## src/rtl/assert_macros.svh

```systemverilog
// assertion macros shared by the rtl files
// no dependencies
`ifndef ASSERT_MACROS_SVH
`define ASSERT_MACROS_SVH

// implication checked on every clock edge outside reset
`define ASSERT_IMPL(label, clk, rst_n, ante, cons) \
    label: assert property (@(posedge clk) disable iff (!rst_n) (ante) |-> (cons)) \
        else $error("assertion failed");

// implication checked in the cycle after the antecedent
`define ASSERT_NEXT(label, clk, rst_n, ante, cons) \
    label: assert property (@(posedge clk) disable iff (!rst_n) (ante) |=> (cons)) \
        else $error("assertion failed");

`endif

```

## src/rtl/fwh_pkg.sv

```systemverilog
// package for the formula word hash: constants, types and seed table
// no dependencies
package fwh_pkg;

    localparam int MaxOps   = 4;
    localparam int OpBits   = 9;
    localparam int ProgBits = 36;
    localparam int AddrBits = 6;

    localparam logic [AddrBits-1:0] ADDR_INIT_A = 6'd0;
    localparam logic [AddrBits-1:0] ADDR_INIT_B = 6'd8;
    localparam logic [AddrBits-1:0] ADDR_INIT_C = 6'd16;
    localparam logic [AddrBits-1:0] ADDR_SEED   = 6'd24;
    localparam logic [AddrBits-1:0] ADDR_OPCNT  = 6'd32;
    localparam logic [AddrBits-1:0] ADDR_PROG   = 6'd40;

    localparam logic [2:0] OP_ADD = 3'd0;
    localparam logic [2:0] OP_SUB = 3'd1;
    localparam logic [2:0] OP_XOR = 3'd2;
    localparam logic [2:0] OP_MUL = 3'd3;
    localparam logic [2:0] OP_DIV = 3'd4;

    // datapath commands
    typedef struct packed {
        logic       load;      // capture word, reload vars if first
        logic       first;
        logic [1:0] op_idx;
        logic       op_start;  // start one operation
    } fwh_cmd_t;

    typedef struct packed {
        logic op_done;         // operation finished, result written back unless the code is unknown
    } fwh_stat_t;

    function automatic logic [63:0] seed_of(input logic [2:0] sel);
        logic [31:0] s;
        case (sel)
            3'd0: s = 32'hE7F4CB62;
            3'd1: s = 32'hF6A14FFC;
            3'd2: s = 32'hAA5504AF;
            3'd3: s = 32'h871FCDC2;
            3'd4: s = 32'h11BF6A18;
            3'd5: s = 32'hC57292E6;
            3'd6: s = 32'h7927D27E;
            default: s = 32'h2FEC8733;
        endcase
        return {32'd0, s};
    endfunction

endpackage

```

## src/rtl/fwh_ctrl.sv

```systemverilog
// controller: sequences load, operations and result beat
// depends on fwh_pkg and assert_macros.svh
module fwh_ctrl
    import fwh_pkg::*;
(
    input  logic       clk,
    input  logic       rst_n,
    input  logic       in_valid,
    output logic       in_ready,
    input  logic       in_first,
    input  logic       in_last,
    input  logic [2:0] op_count,
    input  fwh_stat_t  stat,
    output fwh_cmd_t   cmd,
    output logic       emit
);
    typedef enum logic [1:0] {S_IDLE, S_START, S_WAIT, S_EMIT} state_t;

    state_t     state_reg, state_next;
    logic [2:0] k_reg, k_next;
    logic [2:0] n_reg, n_next;
    logic       last_reg, last_next;
    logic       accept;

    assign accept = in_valid && in_ready;
    assign emit   = (state_reg == S_EMIT);

    always_comb
    begin
        state_next = state_reg;
        k_next     = k_reg;
        n_next     = n_reg;
        last_next  = last_reg;
        in_ready   = (state_reg == S_IDLE);
        cmd.load     = accept;
        cmd.first    = in_first;
        cmd.op_idx   = k_reg[1:0];
        cmd.op_start = (state_reg == S_START);
        case (state_reg)
            S_IDLE:
            begin
                if (accept)
                begin
                    n_next    = (op_count > 3'(MaxOps)) ? 3'(MaxOps) : op_count;
                    last_next = in_last;
                    k_next    = '0;
                    if (n_next != 3'd0)
                        state_next = S_START;
                    else if (in_last)
                        state_next = S_EMIT;
                end
            end
            S_START:
            begin
                state_next = S_WAIT;
            end
            S_WAIT:
            begin
                if (stat.op_done)
                begin
                    k_next = k_reg + 3'd1;
                    if (k_next != n_reg)
                        state_next = S_START;
                    else if (last_reg)
                        state_next = S_EMIT;
                    else
                        state_next = S_IDLE;
                end
            end
            default:
            begin
                state_next = S_IDLE;
            end
        endcase
    end

    always_ff @(posedge clk or negedge rst_n)
    begin
        if (!rst_n)
        begin
            state_reg <= S_IDLE;
            k_reg     <= '0;
            n_reg     <= '0;
            last_reg  <= 1'b0;
        end
        else
        begin
            state_reg <= state_next;
            k_reg     <= k_next;
            n_reg     <= n_next;
            last_reg  <= last_next;
        end
    end

    `include "assert_macros.svh"
    `ASSERT_IMPL(a_k_range, clk, rst_n, state_reg == S_START, k_reg < n_reg)
    `ASSERT_NEXT(a_start_wait, clk, rst_n, state_reg == S_START, state_reg == S_WAIT)
endmodule

```

## config.mk

```make
export PLATFORM = sky130hd
export DESIGN_NAME = fwh_ctrl
export DESIGN_NICKNAME = d
export VERILOG_FILES = /design/src/rtl/fwh_pkg.sv /design/src/rtl/fwh_ctrl.sv
export VERILOG_INCLUDE_DIRS = /design/src /design/src/rtl
export SDC_FILE = /design/constraint.sdc
export NUM_CORES = 1
export LEC_CHECK = 0
export BUFFER_PORTS_ARGS = -buffer_cell sky130_fd_sc_hd__buf_2
export CAP_MARGIN = 20
export CORE_AREA = 2 2 39 41
export CTS_CLUSTER_DIAMETER = 80
export DETAILED_ROUTE_END_ITERATION = 8
export DIE_AREA = 0 0 41 43
export HOLD_SLACK_MARGIN = 0.05
export PLACE_DENSITY = 0.66
export RECOVER_POWER = 25
export SETUP_SLACK_MARGIN = 0.5
export SLEW_MARGIN = 20
export SYNTH_ARGS = -nofsm -noshare
export SYNTH_HDL_FRONTEND = slang
export SYNTH_SLANG_ARGS = --single-unit
```

## constraint.sdc

```tcl
create_clock -name clk -period 2 [get_ports clk]
set_input_delay 0.3 -clock clk [delete_from_list [all_inputs] [get_ports clk]]
set_output_delay 0.3 -clock clk [all_outputs]
set_load 0.01 [all_outputs]
```

==> results of run 1 <==
-- power by group through the flow --
stage	logic (uW)	clock network, uW	registers, uW
final	524	136	355
after global routing	583	155	365
after CTS	492	144	358
after detailed placement	413	0	377
after global placement	409	0	372
after floorplan	382	0	329
-- synthesized netlist by cell type (all sizes together) (2+ instances only) --
| cell type | n | area share |
|---|---|---|
| nor2 | 2 | 0.027 |
| buf | 5 | 0.075 |
| nor3 | 2 | 0.027 |
| xor2 | 2 | 0.032 |
| nand2 | 5 | 0.034 |
| inv | 5 | 0.034 |
| o21ai | 4 | 0.037 |
| mux2 | 2 | 0.041 |
| xnor2 | 2 | 0.032 |
| a22o | 2 | 0.032 |
| dfrtp | 9 | 0.41 |
| nand2b | 3 | 0.034 |
| a21oi | 2 | 0.018 |
-- metal layers --
metal	GRT usage	routed length (um)
met3	0.0314	51
met4	0.0600	5
met2	0.247	578
met5	0	0
met1	0.221	482
-- cell families after synthesis --
kind of cell / Yosys count / synth area share
xor gates and xnor gates: 4 / 0.0639
adders and majority gates: 1 / 0.0228
muxes: 3 / 0.0594
and+or+nand+nor: 14 / 0.146
DFF: 9 / 0.411
AOI/OAI and AO/OA: 15 / 0.187
buffers and inverters: 10 / 0.110
-- timing repair --
action                                  4_1_cts  5_1_grt
setup buffers                                 3        2
pin swaps                                     1        3
gates resized for setup                       4        1
endpoints found under the setup margin        2        2
hold endpoints to repair                      9        0
hold buffers                                  1        0
-- stage by stage --
step / total power [uW] / worst slack, ns / util / std cells / area, um2
after global placement: 781 / 0.484 / 0.428 / 80 / 592
final: 1010 / 0.569 / 0.494 / 90 / 683
after global routing: 1100 / 0.480 / 0.494 / 90 / 683
after detailed placement: 790 / 0.448 / 0.428 / 80 / 592
after floorplan: 711 / 0.537 / - / 56 / 548
after CTS: 995 / 0.509 / 0.483 / 88 / 668
-- critical path: cells and delay by family, from the launching register on --
family	cells	cell delay, ns
simple gates	2	0.25
buf+inv	2	0.18
flops	1	0.45
-- layout make-up --
cell class	count	area, um2
clock buffers	4	26.3
fillers	145	701
inverters	5	18.8
multi-input cells	37	278
flip-flops and latches	9	229
well taps	16	20.0
repair buffers	19	111
-- final timing paths --
check	startpoint	to	slack, ns	depth (start not counted)
worst max-delay path	state_reg[0]$_DFFE_PN0P_	cmd[4]	0.57	4
worst min-delay path	in_last	last_reg$_DFFE_PN0P_	0.29	2
worst max register to register	k_reg[0]$_DFFE_PN0P_	state_reg[1]$_DFFE_PN0P_	0.58	5
worst min register to register	n_reg[1]$_DFFE_PN0P_	n_reg[1]$_DFFE_PN0P_	0.51	2
max in group asynchronous	rst_n	k_reg[0]$_DFFE_PN0P_	1.11	2
min in group asynchronous	rst_n	last_reg$_DFFE_PN0P_	0.52	2
==> out/results.tsv, run 1 <==
stage	metric	value	unit
synthesis	register area share after synthesis	0.411	
pwr	Comb power frac	0.517	
timing	post-route clock period utilization	0.715	
drt	DR pass1 iterations	2	
cts	Inserted Clock Buffers	3	
run	maxcap violations	0	
finish	leading cell type in the layout, fill and taps excluded	buf_2	
drt	Remaining DRCs	0	
setup_path	crit path cell chain	nor2_4 -> nand2_2 -> inv_1 -> buf_2	
finish	# diodes	0	
synthesis	Post-Synthesis Cells	56	
setup_path	CP max stage delay	0.45	ns
floorplanning	die width	41	um
floorplanning	Initial Utilization	0.396	
drt	WL/cell	12.4	um
drt	Routed WL	1.12	mm
synthesis	syn_area_per_cell	9.79	um2
synthesis	Top FF cell, synth	dfrtp_1	
timing	unrepaired setup endpoints after global routing	yes	
floorplanning	Core Box Area	1380	um2
finish	layout cells sized above 1	0.392	
synthesis	YS warnings	0	
setup_path	CP Data Arrival Time	1.13	ns
global_route	Remaining Overflow, GRT	0	
timing	Slew Limit Fails	0	
placement	GP Congestion	0.802	
global_route	GRT Total Usage	0.163	
pwr	P_leak	0.000321	uW
status	status	complete, no violations	
placement	Post-DP HPWL	821	um
floorplanning	die area	1760	um2
timing	worst slew pin tran	0.507	ns
synthesis	post-synth cell types	27	
floorplanning	row count	14	
cts	H-tree depth	1	
pwr	internal power	615	uW
timing	final hold slack	0.291	ns
setup_path	endpoint class of the critical path	primary output	
drt	antenna-violating nets left	0	
pwr	pwr dens	1480	nW/um2
synthesis	FF+latch count, synth	9	
cts	later-pin clock latency in the skew report	0.25	ns
finish	nets@finish	85	
setup_path	CP Class	reg -> out	
cts	clk buf depth	2	
drt	Vias per Instance	5.16	
pwr	sequential power share	0.350	
global_route	largest net degree at the start of global routing	10	
drt	drt first-iter violations	3	
floorplanning	Chip Height	43	um
setup_path	CP max stage cell	dfrtp_2	
timing	Setup TNS Final	0	ns
pwr	switching pwr	400	uW
setup_path	worst-path fanout max	7	
cts	CTS Sinks	9	
synthesis	Mapped Nets	66	
cts	TritonCTS clock tree	yes	
cts	Worst-path clk slew	0.06	ns
global_route	first-pass GRT wire length	1.93	mm
drt	DR vias	464	
synthesis	fraction of registers with async set/reset	1.00	
setup_path	nature of the critical path startpoint	flip-flop	
pwr	clock network power share	0.134	
finish	commonest non-fill, non-tap cells in the layout	12 x buf_2, 6 x dfrtp_1, 5 x inv_1, 5 x buf_4	
global_route	vias in the first global route	434	
setup_path	WP data required	1.70	ns
timing	Final setup viols	0	
pwr	sw frac	0.394	
timing	worst rel slew slack	0.662	
global_route	initial antenna violation count	0	
pwr	Peak VDD IR	0.708	mV
timing	Max Clk Rate	699	MHz
synthesis	Post-synth EDFFs	0	
finish	Area Growth Syn to Fin	24.7	%
timing	clk_skew	0.00686	ns
hold_path	Hold WC Path Type	in -> reg	
placement	I/O Buffers	13	
cts	CTS root buffer	clkbuf_4	
timing	Tmin final	1.43	ns
timing	Final Hold Vio Count	0	
synthesis	mapped cell area	548	um2
floorplanning	I/O Pins	16	
Note: power is estimated with default switching activity, not from simulation.
==> inputs of run 2 (changes only) <==
- PLACE_DENSITY: 0.66 -> 0.68
- clock period: 2 -> 1.2 ns (I/O delays scaled with it)
==> run 2 against run 1 <==
The flow now finishes with violations (setup timing). Combinational power up 100%. Clock skew fell by 0.00063 ns. Cell count up 6.7%. Power grew 85%. Sequential share of layout area fell by 4.0 points. Die area unchanged. Critical path depth up 1. Final area grew 13%. Sequential power increased by 66%. Global-route usage decreased by 0.20 points. Critical endpoint is now state_reg[1]$_DFFE_PN0P_. Largest power group unchanged. Highest routed layer unchanged.
==> out/results.tsv, run 2 (synthesis results as in run 1) <==
stage	metric	value	unit	change
finish	final std cells w/o fill	96		was 90
hold_path	min-delay src	in_last		unchanged
status	status	complete, but fails checks		was complete, no violations
floorplanning	die area	1760	um2	unchanged
global_route	vias in the first global route	424		was 434
setup_path	endpoint class of the critical path	flip-flop		was primary output
placement	I/O Buffers	13		unchanged
hold_path	hold path depth	2		unchanged
floorplanning	Core Box Area	1380	um2	unchanged
global_route	largest net degree at the start of global routing	10		unchanged
finish	commonest non-fill, non-tap cells in the layout	11 x buf_2, 8 x buf_4, 7 x dfrtp_1		was 12 x buf_2, 6 x dfrtp_1, 5 x inv_1, 5 x buf_4
drt	antenna-violating nets left	0		unchanged
setup_path	RR Startpoint	k_reg[1]$_DFFE_PN0P_		was k_reg[0]$_DFFE_PN0P_
floorplanning	I/O Pins	16		unchanged
cts	clk buf depth	2		unchanged
finish	Sequential cell area	228	um2	was 229 um2
floorplanning	Initial Utilization	0.396		unchanged
timing	clk_skew	0.00622	ns	was 0.00686 ns
status	failing checks	setup timing		
timing	post-route clock period utilization	1.16		
setup_path	WP data required	1.38	ns	was 1.70 ns
pwr	P_leak	0.000366	uW	was 0.000321 uW
timing	Slew Limit Fails	0		unchanged
timing	worst slew pin tran	0.482	ns	was 0.507 ns
finish	leading cell type in the layout, fill and taps excluded	buf_2		unchanged
drt	Remaining DRCs	0		unchanged
timing	Tmin final	1.39	ns	
timing	worst rel slew slack	0.679		was 0.662
placement	GP Congestion	0.736		was 0.802
setup_path	R2R setup slack	-0.19	ns	was 0.58 ns
drt	Routed WL	1.15	mm	was 1.12 mm
pwr	pwr dens	2440	nW/um2	was 1480 nW/um2
timing	Setup WS post-layout	-0.193	ns	was 0.569 ns
setup_path	reg2reg path depth	5		unchanged
cts	H-tree depth	1		unchanged
timing	unrepaired setup endpoints after global routing	yes		unchanged
hold_path	Hold EP	last_reg$_DFFE_PN0P_		unchanged
setup_path	CP Data Arrival Time	1.57	ns	was 1.13 ns
finish	# diodes	0		unchanged
cts	TritonCTS clock tree	yes		unchanged
timing	final hold slack	0.157	ns	was 0.291 ns
timing	Max Clk Rate	718	MHz	
cts	Worst-path clk slew	0.07	ns	was 0.06 ns
finish	fill count	137		was 145
cts	CTS root buffer	clkbuf_4		unchanged
cts	CTS Sinks	9		unchanged
global_route	GRT Total Usage	0.161		was 0.163
global_route	Remaining Overflow, GRT	0		unchanged
drt	DR vias	479		was 464
timing	Final Hold Vio Count	0		unchanged
pwr	Peak VDD IR	1.02	mV	was 0.708 mV
floorplanning	Chip Height	43	um	unchanged
setup_path	CP Class	reg -> reg		was reg -> out
finish	nets@finish	91		was 85
setup_path	Worst setup startpoint	k_reg[1]$_DFFE_PN0P_		was state_reg[0]$_DFFE_PN0P_
floorplanning	die width	41	um	unchanged
finish	Area Growth Syn to Fin	40.6	%	was 24.7%
hold_path	Hold WC Path Type	in -> reg		unchanged
placement	placed insts	88		was 80
setup_path	nature of the critical path startpoint	flip-flop		unchanged
global_route	first-pass GRT wire length	1.83	mm	was 1.93 mm
run	maxcap violations	0		unchanged
drt	WL/cell	12.0	um	was 12.4 um
finish	layout cells sized above 1	0.475		was 0.392
timing	Final setup viols	8		was 0
drt	DR pass1 iterations	1		was 2
pwr	total power	1880	uW	was 1010 uW
cts	Inserted Clock Buffers	3		unchanged
drt	drt first-iter violations	0		was 3
global_route	initial antenna violation count	0		unchanged
placement	Post-DP HPWL	913	um	was 821 um
drt	Vias per Instance	4.99		was 5.16
setup_path	worst-path fanout max	2		was 7
setup_path	Critical R2R Capture	state_reg[1]$_DFFE_PN0P_		unchanged
floorplanning	row count	14		unchanged
finish	multi-input logic area	304	um2	was 278 um2
cts	later-pin clock latency in the skew report	0.27	ns	was 0.25 ns
## run 2: cell type report
cell class,count,area share
multi-input cells,37,0.394
well taps,16,0.0260
inverters,5,0.0244
repair buffers,25,0.226
clock buffers,4,0.0341
flip-flops and latches,9,0.295
## run 2: power breakdown
group	internal, uW	total [uW]	switching, uW
registers	444	589	145
clock network	128	242	114
logic	582	1050	467
total	1150	1880	726
## run 2: timing repair
item                                    4_1_cts  5_1_grt
hold endpoints to repair                      9        0
endpoints found under the setup margin       15       15
hold buffers                                  1        0
resized for setup                             4        0
setup buffers                                 3        0
pin swaps                                     1        0
## run 2: critical path, cell delays in order (launching register included)
cell and delay (ns):
dfrtp_1 0.41, ha_4 0.26, xor2_1 0.16, nor3_2 0.20
a32oi_1 0.12, a211oi_1 0.17
## run 2: layer usage
metal  wire, um  up-vias  global-route usage
met5          0        -                   0
met4         22        0               0.107
met3         50        4              0.0471
met2        605       12               0.241
met1        475      221               0.188
li1           -      242                   -
## run 2: metrics by stage
| stage | setup TNS (ns) | area, um2 | setup slack (ns) | utilization |
|---|---|---|---|---|
| floorplan | -0.198 | 596 | -0.148 | - |
| global placement | -0.227 | 696 | -0.174 | 0.503 |
| detailed placement | -0.303 | 696 | -0.216 | 0.503 |
| CTS | -0.733 | 772 | -0.209 | 0.558 |
| global route | -1.14 | 771 | -0.328 | 0.557 |
| finish | -0.630 | 771 | -0.193 | 0.557 |
## run 2: worst max-delay path by stage
stage                                           to  cells after the start  slack [ns]
final                     state_reg[1]$_DFFE_PN0P_                      5       -0.19
after global routing      state_reg[1]$_DFFE_PN0P_                      5       -0.33
after CTS                 state_reg[1]$_DFFE_PN0P_                      5       -0.21
after detailed placement  state_reg[1]$_DFFE_PN0P_                      5       -0.22
after global placement    state_reg[1]$_DFFE_PN0P_                      5       -0.17
after floorplan           state_reg[1]$_DFFE_PN0P_                      5       -0.15
==> inputs of run 3 (changes only) <==
- ABC_AREA: unset -> 1
- ABC_CLOCK_PERIOD_IN_PS: unset -> 1200
- CORE_AREA: 2 2 39 41 -> 2 2 40 42
- DIE_AREA: 0 0 41 43 -> 0 0 42 44
- PLACE_DENSITY: 0.68 -> 0.67
==> run 3 against run 2 <==
Power increased by 22%. Worst setup slack better by 0.080 ns. Sequential share of layout area down 4.4 points. Clock skew shrank 0.0057 ns. Clock power is 2% lower. Largest cell class unchanged. Combinational power grew 45%. Cell count rose by 29%. Highest routed layer unchanged. The flow still finishes with violations (setup timing). Worst hold slack worse by 0.013 ns.
==> out/results.tsv, run 3 <==
stage	metric	value	unit	change
hold_path	Hold WC Path Type	in -> reg		unchanged
setup_path	RR Startpoint	state_reg[0]$_DFFE_PN0P_		was k_reg[1]$_DFFE_PN0P_
setup_path	CP Class	reg -> out		was reg -> reg
drt	Routed WL	1.37	mm	was 1.15 mm
timing	Setup WS post-layout	-0.113	ns	was -0.193 ns
synthesis	Synth top area share	0.395		was 0.411
hold_path	min-delay src	op_count[0]		was in_last
floorplanning	Chip Height	44	um	was 43 um
pwr	clock network power share	0.103		was 0.129
timing	Slew Limit Fails	0		unchanged
pwr	P_leak	0.000464	uW	was 0.000366 uW
drt	WL/cell	11.1	um	was 12.0 um
finish	# diodes	0		unchanged
synthesis	count leader, synth	nand2_1		was dfrtp_1
synthesis	syn_area_per_cell	6.96	um2	was 9.79 um2
timing	post-route clock period utilization	1.09		was 1.16
finish	leading cell type in the layout, fill and taps excluded	nand2_1		was buf_2
placement	Post-DP HPWL	866	um	was 913 um
placement	I/O Buffers	13		unchanged
synthesis	most area-hungry cell type in the Yosys netlist	dfrtp_1		unchanged
pwr	Peak VDD IR	1.27	mV	was 1.02 mV
drt	drt first-iter violations	6		was 0
pwr	total power	2290	uW	was 1880 uW
floorplanning	die area	1850	um2	was 1760 um2
drt	Remaining DRCs	0		unchanged
setup_path	Worst setup startpoint	state_reg[1]$_DFFE_PN0P_		was k_reg[1]$_DFFE_PN0P_
synthesis	YS warnings	0		unchanged
synthesis	synth top area cells	dfrtp_1 39%, nand2_1 16%, inv_1 9.9%		was dfrtp_1 41%, buf_4 5.5%, mux2_2 4.1%
floorplanning	Initial Utilization	0.402		was 0.396
cts	Inserted Clock Buffers	3		unchanged
setup_path	delay-heaviest family, CP	flip-flops		unchanged
run	maxcap violations	0		unchanged
pwr	pwr dens	2570	nW/um2	was 2440 nW/um2
timing	unrepaired setup endpoints after global routing	yes		unchanged
pwr	sw frac	0.414		was 0.386
finish	nets@finish	119		was 91
pwr	sequential power share	0.235		was 0.313
cts	CTS root buffer	clkbuf_4		unchanged
finish	Area Growth Syn to Fin	56.8	%	was 40.6%
setup_path	most used cell, CP	buf_6		
synthesis	Synth top cells by count	25 x nand2_1, 15 x inv_1, 9 x dfrtp_1		was 9 x dfrtp_1, 5 x inv_1, 5 x nand2_1
floorplanning	Core Box Area	1420	um2	was 1380 um2
setup_path	worst-path fanout max	3		was 2
global_route	first-pass GRT wire length	2.16	mm	was 1.83 mm
drt	DR pass1 iterations	4		was 1
timing	worst slew pin tran	0.500	ns	was 0.482 ns
drt	antenna-violating nets left	0		unchanged
setup_path	crit path cell chain	buf_6 -> buf_6 -> nand2_2 -> inv_2 -> buf_6		was ha_4 -> xor2_1 -> nor3_2 -> a32oi_1 -> a211oi_1
setup_path	CP Data Arrival Time	1.13	ns	was 1.57 ns
status	failing checks	setup timing		unchanged
global_route	initial antenna violation count	0		unchanged
drt	Vias per Instance	4.74		was 4.99
setup_path	nature of the critical path startpoint	flip-flop		unchanged
timing	worst rel slew slack	0.667		was 0.679
floorplanning	I/O Pins	16		unchanged
pwr	internal power	1340	uW	was 1150 uW
global_route	largest net degree at the start of global routing	10		unchanged
timing	clk_skew	0.000570	ns	was 0.00622 ns
setup_path	CP max stage delay	0.42	ns	was 0.41 ns
pwr	switching pwr	950	uW	was 726 uW
timing	Final Hold Vio Count	0		unchanged
synthesis	Post-Synthesis Cells	82		was 56
setup_path	WP data required	1.02	ns	was 1.38 ns
timing	Max Clk Rate	762	MHz	was 718 MHz
timing	Tmin final	1.31	ns	was 1.39 ns
synthesis	register area share after synthesis	0.395		was 0.411
setup_path	CP max stage cell	dfrtp_1		unchanged
cts	H-tree depth	1		unchanged
drt	DR vias	588		was 479
synthesis	fraction of registers with async set/reset	1.00		unchanged
timing	final hold slack	0.144	ns	was 0.157 ns
timing	Final setup viols	10		was 8
finish	layout cells sized above 1	0.481		was 0.475
global_route	Remaining Overflow, GRT	0		unchanged
setup_path	endpoint class of the critical path	primary output		was flip-flop
status	status	complete, but fails checks		unchanged
cts	later-pin clock latency in the skew report	0.26	ns	was 0.27 ns
global_route	vias in the first global route	533		was 424
floorplanning	row count	14		unchanged
synthesis	FF+latch count, synth	9		unchanged
synthesis	mapped cell area	571	um2	was 548 um2
synthesis	Top FF cell, synth	dfrtp_1		unchanged
cts	clk buf depth	2		unchanged
cts	Worst-path clk slew	0.06	ns	was 0.07 ns
cts	TritonCTS clock tree	yes		unchanged
finish	commonest non-fill, non-tap cells in the layout	21 x nand2_1, 13 x buf_6, 11 x inv_1		was 11 x buf_2, 8 x buf_4, 7 x dfrtp_1
global_route	GRT Total Usage	0.161		about the same
placement	GP Congestion	0.774		was 0.736
cts	CTS Sinks	9		unchanged
pwr	Comb power frac	0.662		was 0.558
synthesis	post-synth cell types	18		was 27
floorplanning	die width	42	um	was 41 um
setup_path	WP buf/inv	4		was 0
synthesis	Mapped Nets	92		was 66
synthesis	Post-synth EDFFs	0		unchanged
## run 3: changes by cell type after synthesis, sizes merged, moves of 2 or more
| cell | change |
|---|---|
| xor2 | -2 |
| nand3 | +5 |
| a22o | -2 |
| nand2b | -3 |
| nor2 | +7 |
| mux2 | -2 |
| xnor2 | -2 |
| nand2 | +22 |
| inv | +12 |
## run 3: through the flow
step                setup slack [ns]   util  std cells  TNS (ns)  cell area [um2]
detailed placement           -0.0327  0.457        110   -0.0608              648
floorplan                     0.0122      -         82         0              571
CTS                          -0.0889  0.578        121    -0.412              820
finish                        -0.113  0.631        124    -0.536              895
global route                  -0.155  0.631        124     -1.08              895
global placement             -0.0151  0.457        110   -0.0267              648
## run 3: path summary, 6_finish.rpt
| check | end | slack [ns] | cells after the start |
|---|---|---|---|
| max reg2reg | state_reg[1]$_DFFE_PN0P_ | -0.09 | 8 |
| max | emit | -0.11 | 5 |
| min | n_reg[0]$_DFFE_PN0P_ | 0.14 | 3 |
| min reg2reg | last_reg$_DFFE_PN0P_ | 0.54 | 2 |
| min in group asynchronous | k_reg[0]$_DFFE_PN0P_ | 0.40 | 2 |
| max in group asynchronous | state_reg[1]$_DFFE_PN0P_ | 0.47 | 2 |
## run 3: worst register-to-register path, delay by kind of cell (launching register included)
kind / cells / cell delay (ns)
AOI/OAI and AO/OA: 1 / 0.07
and+or+nand+nor: 5 / 0.47
buffers and inverters: 2 / 0.22
DFF: 1 / 0.42
## run 3: layout make-up
type                    count  area [um2]
inverters                  17        66.3
fillers                   133         524
repair buffers             26         233
multi-input cells          52         324
well taps                  16        20.0
flip-flops and latches      9         225
clock buffers               4        26.3
## run 3: routing by layer
metal | global-route usage | vias to the layer above | share of wire
met5 | 0 | - | 0
met1 | 0.189 | 266 | 0.39
met4 | 0.116 | 0 | 0.024
met3 | 0.0125 | 4 | 0.038
met2 | 0.278 | 16 | 0.55
li1 | - | 302 | -
## run 3: cell families after synthesis
group,share of synthesized area
AND/OR/NAND/NOR,0.327
adder cells (fa/ha/maj),0.0219
buffers and inverters,0.164
AO/OA/AOI/OAI,0.0921
flip-flops,0.395
## run 3: power groups by stage
stage	registers (uW)	clock network [uW]	logic (uW)
floorplan	519	0	654
global placement	519	0	861
detailed placement	523	0	873
CTS	520	247	1280
global route	553	250	1670
finish	538	237	1520
## run 3: what timing repair did
action | CTS | global route
endpoints found under the setup margin | 15 | 15
hold buffers | 1 | 0
setup buffers | 6 | 3
pin swaps | 5 | 7
gates resized for setup | 24 | 15
endpoints found under the hold margin | 9 | 0
